`src/hdl/elu_pkg.sv`:
```
// Shared constants, types and the exponential seed table for the ELU activation unit.
`default_nettype none

package elu_pkg;

  localparam int DATA_WIDTH    = 16;
  localparam int FRACTION_BITS = 8;
  localparam int TDATA_WIDTH   = ((DATA_WIDTH + 7) / 8) * 8;

  localparam int ALPHA_WIDTH   = 16;
  localparam int ALPHA_FRAC    = 12;
  localparam logic [ALPHA_WIDTH-1:0] ALPHA_RESET = ALPHA_WIDTH'(4096);

  // exp() accumulator: unsigned, ACC_FRAC fraction bits, range [0, 1.0]
  localparam int ACC_FRAC      = 30;
  localparam int P_WIDTH       = ACC_FRAC + 1;
  localparam int TAYLOR_TERMS  = 16;

  // Integer part of the negated input; above N_LIMIT the exponential is zero
  localparam int INT_WIDTH     = DATA_WIDTH - FRACTION_BITS;
  localparam int N_LIMIT       = 31;
  localparam int N_WIDTH       = 5;

  // exp(-1) steps; a full-scale seed decays to zero within 23 rounded steps
  localparam int MUL_STAGES    = 24;

  localparam int FRAC_ENTRIES  = 2 ** FRACTION_BITS;
  localparam int MUL_WIDTH     = 2 * P_WIDTH;
  localparam int PROD_WIDTH    = P_WIDTH + ALPHA_WIDTH;
  localparam int SCALE_SHIFT   = ACC_FRAC + ALPHA_FRAC - FRACTION_BITS;

  typedef logic [P_WIDTH-1:0] p_t;
  typedef logic [FRAC_ENTRIES-1:0][P_WIDTH-1:0] seed_table_t;

  localparam p_t ACC_ONE = P_WIDTH'(64'd1 << ACC_FRAC);

  // One item in flight through the exponential chain
  typedef struct packed {
    logic                    pass;
    logic [DATA_WIDTH-1:0]   raw;
    logic                    last;
    logic [N_WIDTH-1:0]      n;
    p_t                      p;
  } elu_item_t;

  // Elaboration only: alternating Taylor series of exp(-f), f in [0, 1.0]
  function automatic logic [63:0] exp_neg_acc(input logic [63:0] f);
    logic signed [63:0] sum;
    logic [63:0]        term;
    logic [63:0]        one;
    one  = 64'd1 << ACC_FRAC;
    sum  = signed'(one);
    term = one;
    for (int k = 1; k <= TAYLOR_TERMS; k++) begin
      term = ((term * f) >> ACC_FRAC) / 64'(k);
      if (k[0]) begin
        sum = sum - signed'(term);
      end else begin
        sum = sum + signed'(term);
      end
    end
    if (sum < 0) begin
      sum = 0;
    end
    if (sum > signed'(one)) begin
      sum = signed'(one);
    end
    return unsigned'(sum);
  endfunction

  function automatic seed_table_t build_seed_table();
    seed_table_t t;
    for (int i = 0; i < FRAC_ENTRIES; i++) begin
      t[i] = P_WIDTH'(exp_neg_acc(64'(i) << (ACC_FRAC - FRACTION_BITS)));
    end
    return t;
  endfunction

  localparam seed_table_t SEED_TABLE = build_seed_table();
  localparam p_t          EXP_M1     = P_WIDTH'(exp_neg_acc(64'd1 << ACC_FRAC));

endpackage

`default_nettype wire

```
`src/hdl/elu_mul.sv`:
```
// One exp(-1) step: if the integer count is non-zero, multiply by exp(-1) with rounding and decrement it.
`default_nettype none

module elu_mul (
  input  wire logic        clk,
  input  wire logic        rst,
  input  wire logic        in_valid,
  output logic             in_ready,
  input  wire elu_pkg::elu_item_t in_item,
  output logic             out_valid,
  input  wire logic        out_ready,
  output elu_pkg::elu_item_t out_item
);
  import elu_pkg::*;

  localparam logic [MUL_WIDTH-1:0] HALF = MUL_WIDTH'(1) << (ACC_FRAC - 1);

  logic                 en;
  logic [MUL_WIDTH-1:0] prod;
  logic [MUL_WIDTH-1:0] rounded;
  elu_item_t            item_next;

  assign en       = !out_valid || out_ready;
  assign in_ready = en;

  assign prod    = MUL_WIDTH'(in_item.p) * MUL_WIDTH'(EXP_M1);
  assign rounded = prod + HALF;

  always_comb begin
    item_next = in_item;
    if (in_item.n != '0) begin
      item_next.p = P_WIDTH'(rounded >> ACC_FRAC);
      item_next.n = in_item.n - 1'b1;
    end
  end

  always_ff @(posedge clk) begin
    if (rst) begin
      out_valid <= 1'b0;
    end else if (en) begin
      out_valid <= in_valid;
    end
  end

  always_ff @(posedge clk) begin
    if (en && in_valid) begin
      out_item <= item_next;
    end
  end

endmodule

`default_nettype wire

```
`config.mk`:
```
export PLATFORM = sky130hd
export DESIGN_NAME = elu_mul
export DESIGN_NICKNAME = d
export VERILOG_FILES = /design/src/hdl/elu_pkg.sv /design/src/hdl/elu_mul.sv
export SDC_FILE = /design/constraint.sdc
export NUM_CORES = 1
export LEC_CHECK = 0
export BUFFER_PORTS_ARGS = -buffer_cell sky130_fd_sc_hd__buf_2
export CORE_MARGIN = 4
export CORE_UTILIZATION = 50
export CTS_BUF_LIST = sky130_fd_sc_hd__clkbuf_8
export CTS_CLUSTER_SIZE = 16
export DETAILED_ROUTE_END_ITERATION = 8
export GPL_ROUTABILITY_DRIVEN = 0
export PLACE_DENSITY = 0.79
export SLEW_MARGIN = 5
export SYNTH_ARGS = -nofsm -noshare
export SYNTH_HDL_FRONTEND = slang
export SYNTH_SLANG_ARGS = --single-unit
```
`constraint.sdc`:
```
create_clock -name clk -period 7.8 [get_ports clk]
set_input_delay 0 -clock clk [delete_from_list [all_inputs] [get_ports clk]]
set_output_delay 0 -clock clk [all_outputs]
set_load 0.01 [all_outputs]
```
==> qor.yml <==
setup_path:
  critPathLaunchType: "input pin"
  worstPathArrival_ns: 7.30
  required_ns: 7.86
  cp_max_fo: 9
  critPathKind: "in2reg"
  cp-end-kind: "flip-flop"
  ff2ff_setup_slack_ns: 6.23
route:
  num_vias: 14224
  drtIter0Drc: 1261
  wire_per_inst_um: 21.2
  route.met3.wl_um: 4880
  drt-pass1-iter-count: 6
  routedLengthMet1_um: 19700
  drcViolationCount: 0
  dr_wl_met2_um: 25300
  vias_per_cell: 5.58
  routed_wl_um: 54100
  routed.top_layer: "met4"
  ant_nets: 0
global_route:
  gr-total-overflow: 0
  grt_pass1_wl_um: 86000
  antenna_found_initial: 1
  track_usage_pct: 26.7
  grt_pass1_vias: 16005
  grt_max_degree: 55
clocking:
  htreeDepth: 2
  cts_buffers: 5
  cts_tree: "yes"
  clock_path_buffers: 2
  path_clk_slew_ns: 0.11
  cts-resized-gates: 0
  clkSinkCount: 55
  clkLatencyLatePin_ns: 0.31
  cts_root_buffer: "clkbuf_8"
sta:
  setup_violations: 0
  fin_crit_sh_pct: 92.9
  period_needed_ns: 7.25
  fmax_mhz: 138
  finalClockSkew_ns: 0.00733
  fin_setup_tns_ns: 0
  slew-limit-headroom_pct: 55.1
  rsz0062_at_grt: "no"
  tightest_slew_ns: 0.674
  drv_slew: 0
  hold_viol: 0
floorplan:
  core-area_sq_um: 37900
  ios: 114
  initial_core_util_pct: 51.1
  dieHeight_um: 205
  rows: 71
  die_area_sq_um: 41900
  die_x_um: 205
synthesis:
  synth_area_leaders: "fa_1 40%, ha_1 24%, inv_1 12%, edfxtp_1 8.4%, a21oi_1 2.0%"
  synthCells: 1912
  synthDominantCellAreaShare_pct: 39.6
  synth_top_family_by_area: "adder cells"
  yosys.area.top_type: "fa_1"
  yosysSeqAreaShare_pct: 8.48
  synth_compound_area_share_pct: 7.37
  synth.area.mux_share_pct: 0.103
  synthAdderAreaFrac_pct: 64.1
  synth_edf_count: 54
  ys_ff_latch: 55
  synth_cell_type_count: 68
  synth_area_sq_um: 19400
  async_flop_share_pct: 0
  yosys_warnings: 0
  synth-simple-area-share_pct: 4.87
  synthesis.nets: 2732
  synthFlopType: "edfxtp_1"
  synth-xor-area-share_pct: 2.76
  syn_area_per_cell_sq_um: 10.1
job:
  max-cap-violations: 0
finish:
  instances_no_fill: 2551
  nFillCells: 3221
  final_layout_size_suffix_gt1_share_pct: 7.85
  final_cell_mix: "601 x inv_1, 383 x fa_1, 379 x ha_1, 113 x buf_2, 79 x a21oi_1"
  area_delta_synth_final_pct: 7.47
  multi_input_area_sq_um: 15300
  nets: 2858
  regArea_sq_um: 1640
  mostFrequentLayoutCell: "inv_1"
place:
  place_inst: 2520
  hpwlAfterDp_um: 47600
  portBuffers: 113
status:
  outcome: "completed"
worst_hold_path:
  hold_class: "in2reg"
critical path: stages:
cell and delay [ns]:
buf_2 0.31, inv_1 0.19, fa_1 0.57, inv_1 0.07, ha_1 0.17, a21oi_1 0.17
fa_1 0.45, inv_1 0.10, fa_1 0.46, fa_1 0.58, fa_1 0.47, fa_1 0.49
inv_1 0.06, fa_1 0.51, inv_1 0.04, ha_1 0.22, or2_2 0.32, a311o_1 0.27
a211oi_1 0.28, o211ai_1 0.18, o211a_1 0.30, o21ai_2 0.31, o21ai_1 0.20, a221oi_2 0.28
xor2_1 0.18, a21oi_1 0.08
Yosys cell counts (all sizes together), types with 3 or more instances:
cell type and n:
nor3 12, or2 13, a21oi 80, nor2b 3, a41o 3, nand3 16, fa 383, o21ai 36
o21bai 13, nand4 11, nand2b 6, nor3b 3, o2111ai 4, clkbuf 17, a211oi 8, ha 379
a31oi 4, xnor2 36, nor2 46, inv 601, or3 3, xor2 25, a41oi 3, and2 12
nor4 4, nand2 53, buf 5, o211ai 4, and3 4, o21a 5, a21o 39, edfxtp 54
layer usage:
| layer | global-route usage (%) | vias to the layer above |
|---|---|---|
| li1 | - | 6184 |
| met1 | 32.5 | 7066 |
| met2 | 44.5 | 742 |
| met3 | 5.08 | 232 |
| met4 | 15.6 | 0 |
| met5 | 0 | - |
sequential cells by signal, indices dropped and copies added, names as in the netlist:
signal / flops
out_item: 54
out_valid: 1
final timing paths:
| path | from | endpoint | depth (start not counted) |
|---|---|---|---|
| setup / recovery | in_item[3] | out_item[29] | 26 |
| hold / removal | in_item[32] | out_item[32] | 3 |
| setup reg to reg | out_valid | out_item[51] | 3 |
| hold reg to reg | out_valid | out_valid | 3 |
through the flow:
stage | worst slack [ns] | area (sq um) | hold slack, ns | util [%]
floorplan | 1.49 | 19400 | 0.0691 | -
detailed placement | 0.356 | 20500 | 0.156 | 54.0
CTS | 0.685 | 20800 | 0.0164 | 54.9
finish | 0.553 | 20800 | 0.0352 | 54.9
global route | 0.124 | 20800 | 0.0582 | 54.9
global placement | 0.477 | 20500 | 0.156 | 54.0
layout make-up:
type / count / area share (%)
Inverter: 601 / 10.8
Clock buffer: 5 / 0.331
Sequential cell: 55 / 7.89
Tap cell: 511 / 3.07
Timing Repair Buffer: 142 / 4.03
Antenna cell: 1 / 0.0120
Clock inverter: 3 / 0.138
Multi-Input combinational cell: 1233 / 73.7
cell families after synthesis:
| family | count (synthesis) |
|---|---|
| fa+ha+maj | 762 |
| xor+xnor | 61 |
| compound gates | 217 |
| simple gates | 191 |
| mux | 2 |
| buf+inv | 624 |
| flops | 55 |
timing repair:
action | CTS | global route
endpoints found under the hold margin | 21 | 0
hold buffers | 22 | 0
setup buffers | 0 | 0
Power is not shown: default switching activity piles up to over one toggle a cycle in this logic, so the estimate is an artifact.
