**src/hdl/elu_pkg.sv**
```systemverilog
// Shared constants, types and the exponential seed table for the ELU activation unit.
`default_nettype none

package elu_pkg;

  localparam int DATA_WIDTH    = 16;
  localparam int FRACTION_BITS = 8;
  localparam int TDATA_WIDTH   = ((DATA_WIDTH + 7) / 8) * 8;

  localparam int ALPHA_WIDTH   = 16;
  localparam int ALPHA_FRAC    = 12;
  localparam logic [ALPHA_WIDTH-1:0] ALPHA_RESET = ALPHA_WIDTH'(4096);

  // exp() accumulator: unsigned, ACC_FRAC fraction bits, range [0, 1.0]
  localparam int ACC_FRAC      = 30;
  localparam int P_WIDTH       = ACC_FRAC + 1;
  localparam int TAYLOR_TERMS  = 16;

  // Integer part of the negated input; above N_LIMIT the exponential is zero
  localparam int INT_WIDTH     = DATA_WIDTH - FRACTION_BITS;
  localparam int N_LIMIT       = 31;
  localparam int N_WIDTH       = 5;

  // exp(-1) steps; a full-scale seed decays to zero within 23 rounded steps
  localparam int MUL_STAGES    = 24;

  localparam int FRAC_ENTRIES  = 2 ** FRACTION_BITS;
  localparam int MUL_WIDTH     = 2 * P_WIDTH;
  localparam int PROD_WIDTH    = P_WIDTH + ALPHA_WIDTH;
  localparam int SCALE_SHIFT   = ACC_FRAC + ALPHA_FRAC - FRACTION_BITS;

  typedef logic [P_WIDTH-1:0] p_t;
  typedef logic [FRAC_ENTRIES-1:0][P_WIDTH-1:0] seed_table_t;

  localparam p_t ACC_ONE = P_WIDTH'(64'd1 << ACC_FRAC);

  // One item in flight through the exponential chain
  typedef struct packed {
    logic                    pass;
    logic [DATA_WIDTH-1:0]   raw;
    logic                    last;
    logic [N_WIDTH-1:0]      n;
    p_t                      p;
  } elu_item_t;

  // Elaboration only: alternating Taylor series of exp(-f), f in [0, 1.0]
  function automatic logic [63:0] exp_neg_acc(input logic [63:0] f);
    logic signed [63:0] sum;
    logic [63:0]        term;
    logic [63:0]        one;
    one  = 64'd1 << ACC_FRAC;
    sum  = signed'(one);
    term = one;
    for (int k = 1; k <= TAYLOR_TERMS; k++) begin
      term = ((term * f) >> ACC_FRAC) / 64'(k);
      if (k[0]) begin
        sum = sum - signed'(term);
      end else begin
        sum = sum + signed'(term);
      end
    end
    if (sum < 0) begin
      sum = 0;
    end
    if (sum > signed'(one)) begin
      sum = signed'(one);
    end
    return unsigned'(sum);
  endfunction

  function automatic seed_table_t build_seed_table();
    seed_table_t t;
    for (int i = 0; i < FRAC_ENTRIES; i++) begin
      t[i] = P_WIDTH'(exp_neg_acc(64'(i) << (ACC_FRAC - FRACTION_BITS)));
    end
    return t;
  endfunction

  localparam seed_table_t SEED_TABLE = build_seed_table();
  localparam p_t          EXP_M1     = P_WIDTH'(exp_neg_acc(64'd1 << ACC_FRAC));

endpackage

`default_nettype wire

```
**src/hdl/elu_scale.sv**
```systemverilog
// Output stages: scale (1 - exp) by alpha, round, saturate, negate, and hold the result for the master side.
`default_nettype none

module elu_scale (
  input  wire logic                            clk,
  input  wire logic                            rst,
  input  wire logic [elu_pkg::ALPHA_WIDTH-1:0] alpha,
  input  wire logic                            in_valid,
  output logic                                 in_ready,
  input  wire elu_pkg::elu_item_t              in_item,
  output logic                                 out_valid,
  input  wire logic                            out_ready,
  output logic [elu_pkg::DATA_WIDTH-1:0]       sample,
  output logic                                 last
);
  import elu_pkg::*;

  localparam int RND_WIDTH = PROD_WIDTH + 1;
  localparam logic [RND_WIDTH-1:0] RND_HALF = RND_WIDTH'(1) << (SCALE_SHIFT - 1);
  localparam logic [RND_WIDTH-1:0] MAG_LIM  = RND_WIDTH'(1) << (DATA_WIDTH - 1);

  // stage 1: product
  logic                   v1;
  logic                   pass1;
  logic [DATA_WIDTH-1:0]  raw1;
  logic                   last1;
  logic [PROD_WIDTH-1:0]  prod1;
  logic                   en1;
  logic                   en2;
  p_t                     diff;
  logic [PROD_WIDTH-1:0]  prod_next;

  // stage 2: rounding, saturation, sign
  logic [RND_WIDTH-1:0]   rnd;
  logic [RND_WIDTH-1:0]   mag_full;
  logic [RND_WIDTH-1:0]   mag_sat;
  logic [DATA_WIDTH-1:0]  mag_lo;
  logic [DATA_WIDTH-1:0]  sample_next;

  assign en2      = !out_valid || out_ready;
  assign en1      = !v1 || en2;
  assign in_ready = en1;

  assign diff      = ACC_ONE - in_item.p;
  assign prod_next = PROD_WIDTH'(diff) * PROD_WIDTH'(alpha);

  always_ff @(posedge clk) begin
    if (rst) begin
      v1 <= 1'b0;
    end else if (en1) begin
      v1 <= in_valid;
    end
  end

  always_ff @(posedge clk) begin
    if (en1 && in_valid) begin
      pass1 <= in_item.pass;
      raw1  <= in_item.raw;
      last1 <= in_item.last;
      prod1 <= prod_next;
    end
  end

  assign rnd         = RND_WIDTH'(prod1) + RND_HALF;
  assign mag_full    = rnd >> SCALE_SHIFT;
  assign mag_sat     = (mag_full > MAG_LIM) ? MAG_LIM : mag_full;
  assign mag_lo      = mag_sat[DATA_WIDTH-1:0];
  assign sample_next = pass1 ? raw1 : (~mag_lo + 1'b1);

  always_ff @(posedge clk) begin
    if (rst) begin
      out_valid <= 1'b0;
    end else if (en2) begin
      out_valid <= v1;
    end
  end

  always_ff @(posedge clk) begin
    if (en2 && v1) begin
      sample <= sample_next;
      last   <= last1;
    end
  end

endmodule

`default_nettype wire

```
**config.mk**
```make
export PLATFORM = sky130hd
export DESIGN_NAME = elu_scale
export DESIGN_NICKNAME = d
export VERILOG_FILES = /design/src/hdl/elu_pkg.sv /design/src/hdl/elu_scale.sv
export SDC_FILE = /design/constraint.sdc
export NUM_CORES = 1
export LEC_CHECK = 0
export ABC_AREA = 1
export BUFFER_PORTS_ARGS = -buffer_cell sky130_fd_sc_hd__buf_2
export CELL_PAD_IN_SITES_DETAIL_PLACEMENT = 1
export CELL_PAD_IN_SITES_GLOBAL_PLACEMENT = 1
export CORE_MARGIN = 1.5
export CORE_UTILIZATION = 30
export DETAILED_ROUTE_END_ITERATION = 7
export HOLD_SLACK_MARGIN = 0.03
export PLACE_DENSITY = 0.54
export REMOVE_ABC_BUFFERS = 1
export SYNTH_ARGS = -nofsm -noshare
export SYNTH_HDL_FRONTEND = slang
export SYNTH_SLANG_ARGS = --single-unit
```
**constraint.sdc**
```tcl
create_clock -name clk -period 10.9 [get_ports clk]
set_input_delay 0 -clock clk [delete_from_list [all_inputs] [get_ports clk]]
set_output_delay 0 -clock clk [all_outputs]
set_load 0.03 [all_outputs]
```
==> metrics, run 1 <==
hpwl dp=57.6 mm; largest family of logic cells by synthesized area=adder cells; Seq. cell area=1510 um^2; critical path endpoint category=register; post-synthesis simple-gate area fraction=between 20% and 30%; met1 wire length=roughly 32 mm; met2 wire length=around 33 mm; drt drc=0; Max Slew Vio Count=0; vias=16300; number of DRC markers in iteration 0=914; startpoint type of the worst setup path=input pin; Synth Instances=roughly 2500; final hold vios=0; layout cells sized above 1=6.07%; global-route usage over all layers=21.8%; Mapped Area=19100 um^2; Fill cells=7840; number of synthesized flops with an enable pin=49; top post-synthesis cells by area=fa_1 (42%), inv_1 (12%), nand2_1 (9.6%); clock transition at the registers of the reported paths=0.08 ns; vias in the first global route=roughly 18000; largest net degree at the start of global routing=33; Min-Delay Startpoint=in_valid; post-synthesis mux area share=0%; CTS Buffer Depth=2; die width=255 um; Clock Tree Root=clkbuf_16; cell depth of the worst min-delay path=4; # H-tree levels=2; post-synthesis compound-gate area fraction=4.17%; status=completed; cell taking the most area after synthesis=fa_1; port bufs=between 80 and 90; met3 WL=3.05 mm; Core Area=approximately 63000 um^2; worst min path class=input pin to register; initial antenna violation count=1; min cycle time layout=8.22 ns; die area=between 60000 and 70000 um^2; Seq/Total Area, Yosys=7.91%; setup violators final=0; RePlAce Congestion=~0.88; Async SR Flop Fraction=0%; final global-route overflow total=0; DRT Wirelength=69.0 mm; Final #Nets=3116; RSZ-0062 raised after global routing=false; later-pin clock latency in the skew report=0.30 ns; maximum clock frequency=122 MHz; syn avg cell area=7.76 um^2; drt pass-1 iters=7; mean routed wirelength per cell=20.5 um; TritonCTS clock tree=done; Die H=255 um; end of the worst hold path=raw1[15]; post-synthesis register bit count=51; area of the multi-input gates=approximately 15000 um^2; Max Cap Viol=0; r2r setup slk=8.45 ns; antenna diode count=0; CTS sink cnt=51; boundary pin count=93; FF-to-FF path depth=12; CTS buffer count=5; Synth Area in Adders=50.0%; Final Skew=about 0.0094 ns; XOR/XNOR Fraction of Synth Area=0.681%; worst endpoint required time=10.95 ns; worst-margin pin slew=1.25 ns; Max-slew headroom=16.2%; Rows=between 90 and 100; Area Overhead vs Synth=8.50%; Main synth FF type=edfxtp_1; Netlist cell types=49; first-pass GRT wire length=109 mm; YS warnings=0; CP arrival=8.27 ns; setup_tns=0 ns; Crit Reg-Reg Startpoint=prod1[33]; final worst path period share=75.4%; critical path peak fanout=17; DRT antenna net count=0; r2r endpoint=sample[11]; DR top layer=met4; vias per cell=4.83; fin util=about a third; Starting Density=30.3%; critical path class=input pin to register; Yosys top cell area share=42.2%
through the flow:
stage               worst slack (ns)  area, um^2  instances  hold WS, ns
floorplan                       4.76       18800       2391       0.0691
detailed placement              2.67       20400       3338        0.178
finish                          2.68       20700       3367        0.413
global placement                2.77       20400       3338        0.177
global route                    2.36       20700       3367        0.410
CTS                             2.96       20700       3367        0.406
critical path, stage by stage:
cell	delay [ns]
buf_2	0.28
inv_1	0.12
ha_1	0.25
nand2_2	0.11
nor2_4	0.25
nand3_2	0.13
nor4_1	1.05
or2_2	0.25
nand2_1	0.16
inv_1	0.50
nand2_1	0.15
fa_1	0.53
inv_1	0.07
fa_1	0.49
fa_1	0.58
fa_1	0.43
fa_1	0.49
inv_1	0.05
fa_1	0.56
inv_1	0.07
ha_1	0.31
nand2_1	0.13
nor2_1	0.18
inv_1	0.08
nor4_1	0.60
o211ai_1	0.24
nand4_1	0.14
nand2_1	0.06
cell usage in the layout (no fill, tap or decap), drive strengths merged:
cell / n
inv: 606
nand3: 175
ha: 119
and2: 1
o31ai: 1
o21bai: 9
nand4: 29
nor3: 19
buf: 101
clkbuf: 5
a21oi: 61
or2: 10
xor2: 10
nand2: 501
xnor2: 4
clkinvlp: 1
nor2: 306
o21ai: 49
nand3b: 6
dfxtp: 2
o21a: 6
a31oi: 1
clkinv: 5
o211ai: 3
dlygate4sd3: 21
a21boi: 1
a21o: 7
nor4: 10
fa: 403
edfxtp: 49
logic make-up after synthesis:
| kind of cell | after synthesis |
|---|---|
| DFF | 51 |
| xor gates and xnor gates | 14 |
| AOI/OAI and AO/OA | 138 |
| buffers and inverters | 681 |
| and+or+nand+nor | 1057 |
| adders and majority gates | 522 |
worst max path at each step:
| stage | from | endpoint | slack [ns] | depth (start not counted) |
|---|---|---|---|---|
| after floorplan | in_item[0] | prod1[43] | 4.76 | 31 |
| after global placement | in_item[0] | prod1[40] | 2.77 | 28 |
| after detailed placement | in_item[0] | prod1[40] | 2.67 | 28 |
| after CTS | in_item[0] | prod1[40] | 2.96 | 28 |
| after global routing | in_item[0] | prod1[40] | 2.36 | 28 |
| final | in_item[0] | prod1[40] | 2.68 | 28 |
sequential cells by signal (all words and copies together) (netlist names):
name,flops
last,1
last1,1
out_valid,1
pass1,1
prod1,14
raw1,16
sample,16
v1,1
layout make-up:
class | instances | share of cell area [%]
flip-flops and latches | 51 | 7.29
inverters | 609 | 11.0
well taps | 846 | 5.10
clock inverters | 3 | 0.133
repair buffers | 122 | 3.62
multi-input cells | 1731 | 72.2
clock buffers | 5 | 0.603
what timing repair did:
action / CTS / global route
gates resized for setup: 0 / 0
buffers inserted: 0 / 0
hold buffers: 21 / 0
hold endpoints to repair: 20 / 0
setup endpoints to repair: 0 / 0
cells in the mapped netlist (3+ instances only):
| library cell | count |
|---|---|
| inv_2 | 7 |
| buf_2 | 10 |
| nor3_1 | 18 |
| o21bai_1 | 9 |
| clkbuf_1 | 48 |
| nor4_1 | 9 |
| or2_2 | 6 |
| ha_1 | 119 |
| nor2_1 | 299 |
| fa_1 | 403 |
| buf_4 | 6 |
| o211ai_1 | 3 |
| o21ai_4 | 3 |
| nand4_1 | 28 |
| nor2_2 | 4 |
| o21ai_0 | 43 |
| buf_6 | 4 |
| edfxtp_1 | 49 |
| xor2_1 | 9 |
| o21a_1 | 6 |
| a21o_1 | 7 |
| inv_1 | 598 |
| nand2_2 | 11 |
| nand3_1 | 171 |
| a21oi_1 | 61 |
| xnor2_1 | 4 |
| nand3b_1 | 6 |
| clkinv_1 | 3 |
| nand2_1 | 490 |
layer usage:
layer  vias up  global-route usage (%)
li1       7445                       -
met4         0                    5.06
met3        93                    3.14
met2       329                    36.6
met5         -                       0
met1      8401                    29.6
Power of run 1 is left out: the tool's default activity adds up to more than one toggle a clock period on the data nets, which glitch-free logic cannot reach.
==> inputs of run 2 (changes only) <==
--- a/config.mk
+++ b/config.mk
@@ -13,7 +13,7 @@
 export CORE_UTILIZATION = 30
 export DETAILED_ROUTE_END_ITERATION = 7
 export HOLD_SLACK_MARGIN = 0.03
-export PLACE_DENSITY = 0.54
+export PLACE_DENSITY = 0.56
 export REMOVE_ABC_BUFFERS = 1
 export SYNTH_ARGS = -nofsm -noshare
 export SYNTH_HDL_FRONTEND = slang
==> constraint.sdc (replaced) <==
create_clock -name clk -period 6.7 [get_ports clk]
set_input_delay 0 -clock clk [delete_from_list [all_inputs] [get_ports clk]]
set_output_delay 0 -clock clk [all_outputs]
set_load 0.03 [all_outputs]
==> run 2 against run 1 <==
Effect of this change:
- routed wire length up 4.3%
- core utilization grew 2.8 points
- register-to-register slack got worse by 4.3 ns
- critical path depth increased by 5
- final cell count increased by 5.8%
==> metrics, run 2 (synthesis gave the netlist of run 1 again) <==
CTS buffer count=5 (unchanged); DRT antenna net count=0 (unchanged); port bufs=87 (unchanged); Final Skew=0.00638 ns (-0.00304 ns); Fill cells=7867 (+0.34%); Largest regs=raw1 (16), sample (16), prod1 (14); Crit-path slowest cell=fa_2; hold slack=0.0604 ns (-0.353 ns); CP arrival=6.44 ns (-1.83 ns); RSZ-0062 raised after global routing=true; area post-placement=21900 um^2 (+7.5%); Max Cap Viol=0 (unchanged); Clock Tree Root=clkbuf_16; critical path endpoint category=register; layout cells sized above 1=14.6% (+8.5 points); Seq. cell area=1510 um^2 (unchanged); largest net degree at the start of global routing=33 (unchanged); most frequent cells in the layout=inv_1 (597), nand2_1 (484), fa_1 (402); GR Layer Usage met2=38.7% (+2.1 points); boundary pin count=93 (unchanged); area of the multi-input gates=15200 um^2 (+1.3%); CTS sink cnt=51 (unchanged); antenna diode count=0 (unchanged); maximum clock frequency=about 160 MHz; setup violators final=0 (unchanged); critical path peak fanout=5 (-12); most common cell after layout, fill and taps aside=inv_1; Starting Density=30.3% (unchanged); Area Overhead vs Synth=17.7%; mean routed wirelength per cell=20.2 um (-1.4%); cell area after layout=22500 um^2 (+8.5%); # H-tree levels=2 (unchanged); drt pass-1 iters=5 (-2); first-pass GRT wire length=113 mm (+3.5%); vias per cell=4.77 (-1.3%); later-pin clock latency in the skew report=0.30 ns (about the same); final global-route overflow total=0 (unchanged); initial antenna violation count=3 (+2); clock transition at the registers of the reported paths=0.08 ns (about the same); final hold vios=0 (unchanged); Rows=92 (unchanged); met1 GRT Util=30.9% (+1.3 points); Max Slew Vio Count=0 (unchanged); met3 Resource Use GR=1.70% (-1.4 points); drt drc=0 (unchanged); CP most frequent cell=inv_1; gr busiest metal=met2; number of DRC markers in iteration 0=795 (-13%); Max-slew headroom=40.6% (+24 points); global-route usage over all layers=22.6% (+0.79 points); startpoint type of the worst setup path=input pin; worst endpoint required time=6.76 ns (-4.19 ns); CTS Buffer Depth=2 (unchanged); critical path class=input pin to register; hpwl dp=63.3 mm (+10%); Core Area=63100 um^2 (unchanged); vias=17000 (+4.4%); RePlAce Congestion=0.881 (-0.31%); DRT Wirelength=72.0 mm (+4.3%); min cycle time layout=6.38 ns; status=completed; worst-margin pin slew=0.889 ns (-0.356 ns); worst min path class=input pin to register; final worst path period share=95.2%; vias in the first global route=19300 (+4.3%); slowest stage delay, CP=0.63 ns (-0.42 ns); die width=255 um (unchanged); TritonCTS clock tree=done; Final #Nets=3311 (+6.3%); Die H=255 um (unchanged); die area=65200 um^2 (unchanged)
-- run 2: worst paths after layout --
check	start	end	slack [ns]	cells after the start
worst min-delay path	out_ready	v1	0.06	4
worst max-delay path	in_item[0]	prod1[46]	0.32	33
worst max register to register	prod1[33]	sample[10]	4.15	11
worst min register to register	last1	last	0.44	0
-- run 2: critical path: cells and delay by family --
family                     cells  cell delay (ns)
AOI/OAI and AO/OA              3             0.50
buffers and inverters         12             1.27
and+or+nand+nor                9             0.82
xor gates and xnor gates       1             0.14
adders and majority gates      8             3.72
-- run 2: per-layer routing --
metal  vias up  wire length (um)
met3       101              2630
met1      8698             32900
li1       7828                 -
met2       355             34500
met5         -                 0
met4         0              1960
-- run 2: area by class of cell --
class | instances | area share [%]
multi-input cells | 1731 | 67.4
repair buffers | 317 | 10.3
inverters | 609 | 10.2
flip-flops and latches | 51 | 6.72
well taps | 846 | 4.70
clock buffers | 5 | 0.556
clock inverters | 3 | 0.128
-- run 2: timing repair --
item	in CTS	in global routing
setup buffers	0	3
gates resized for setup	0	69
endpoints found under the setup margin	0	14
endpoints found under the hold margin	20	0
hold buffers	21	0
-- run 2: through the flow --
step | setup TNS, ns | setup slack, ns | util (%) | std cells
finish | 0 | 0.319 | 35.7 | 3562
global placement | -0.612 | -0.139 | 34.7 | 3529
floorplan | 0 | 0.559 | - | 2391
global route | -0.0383 | -0.0268 | 35.7 | 3562
detailed placement | -1.64 | -0.267 | 34.7 | 3529
CTS | 0 | 0.0321 | 35.3 | 3558
Power of run 2 is left out for the same reason.
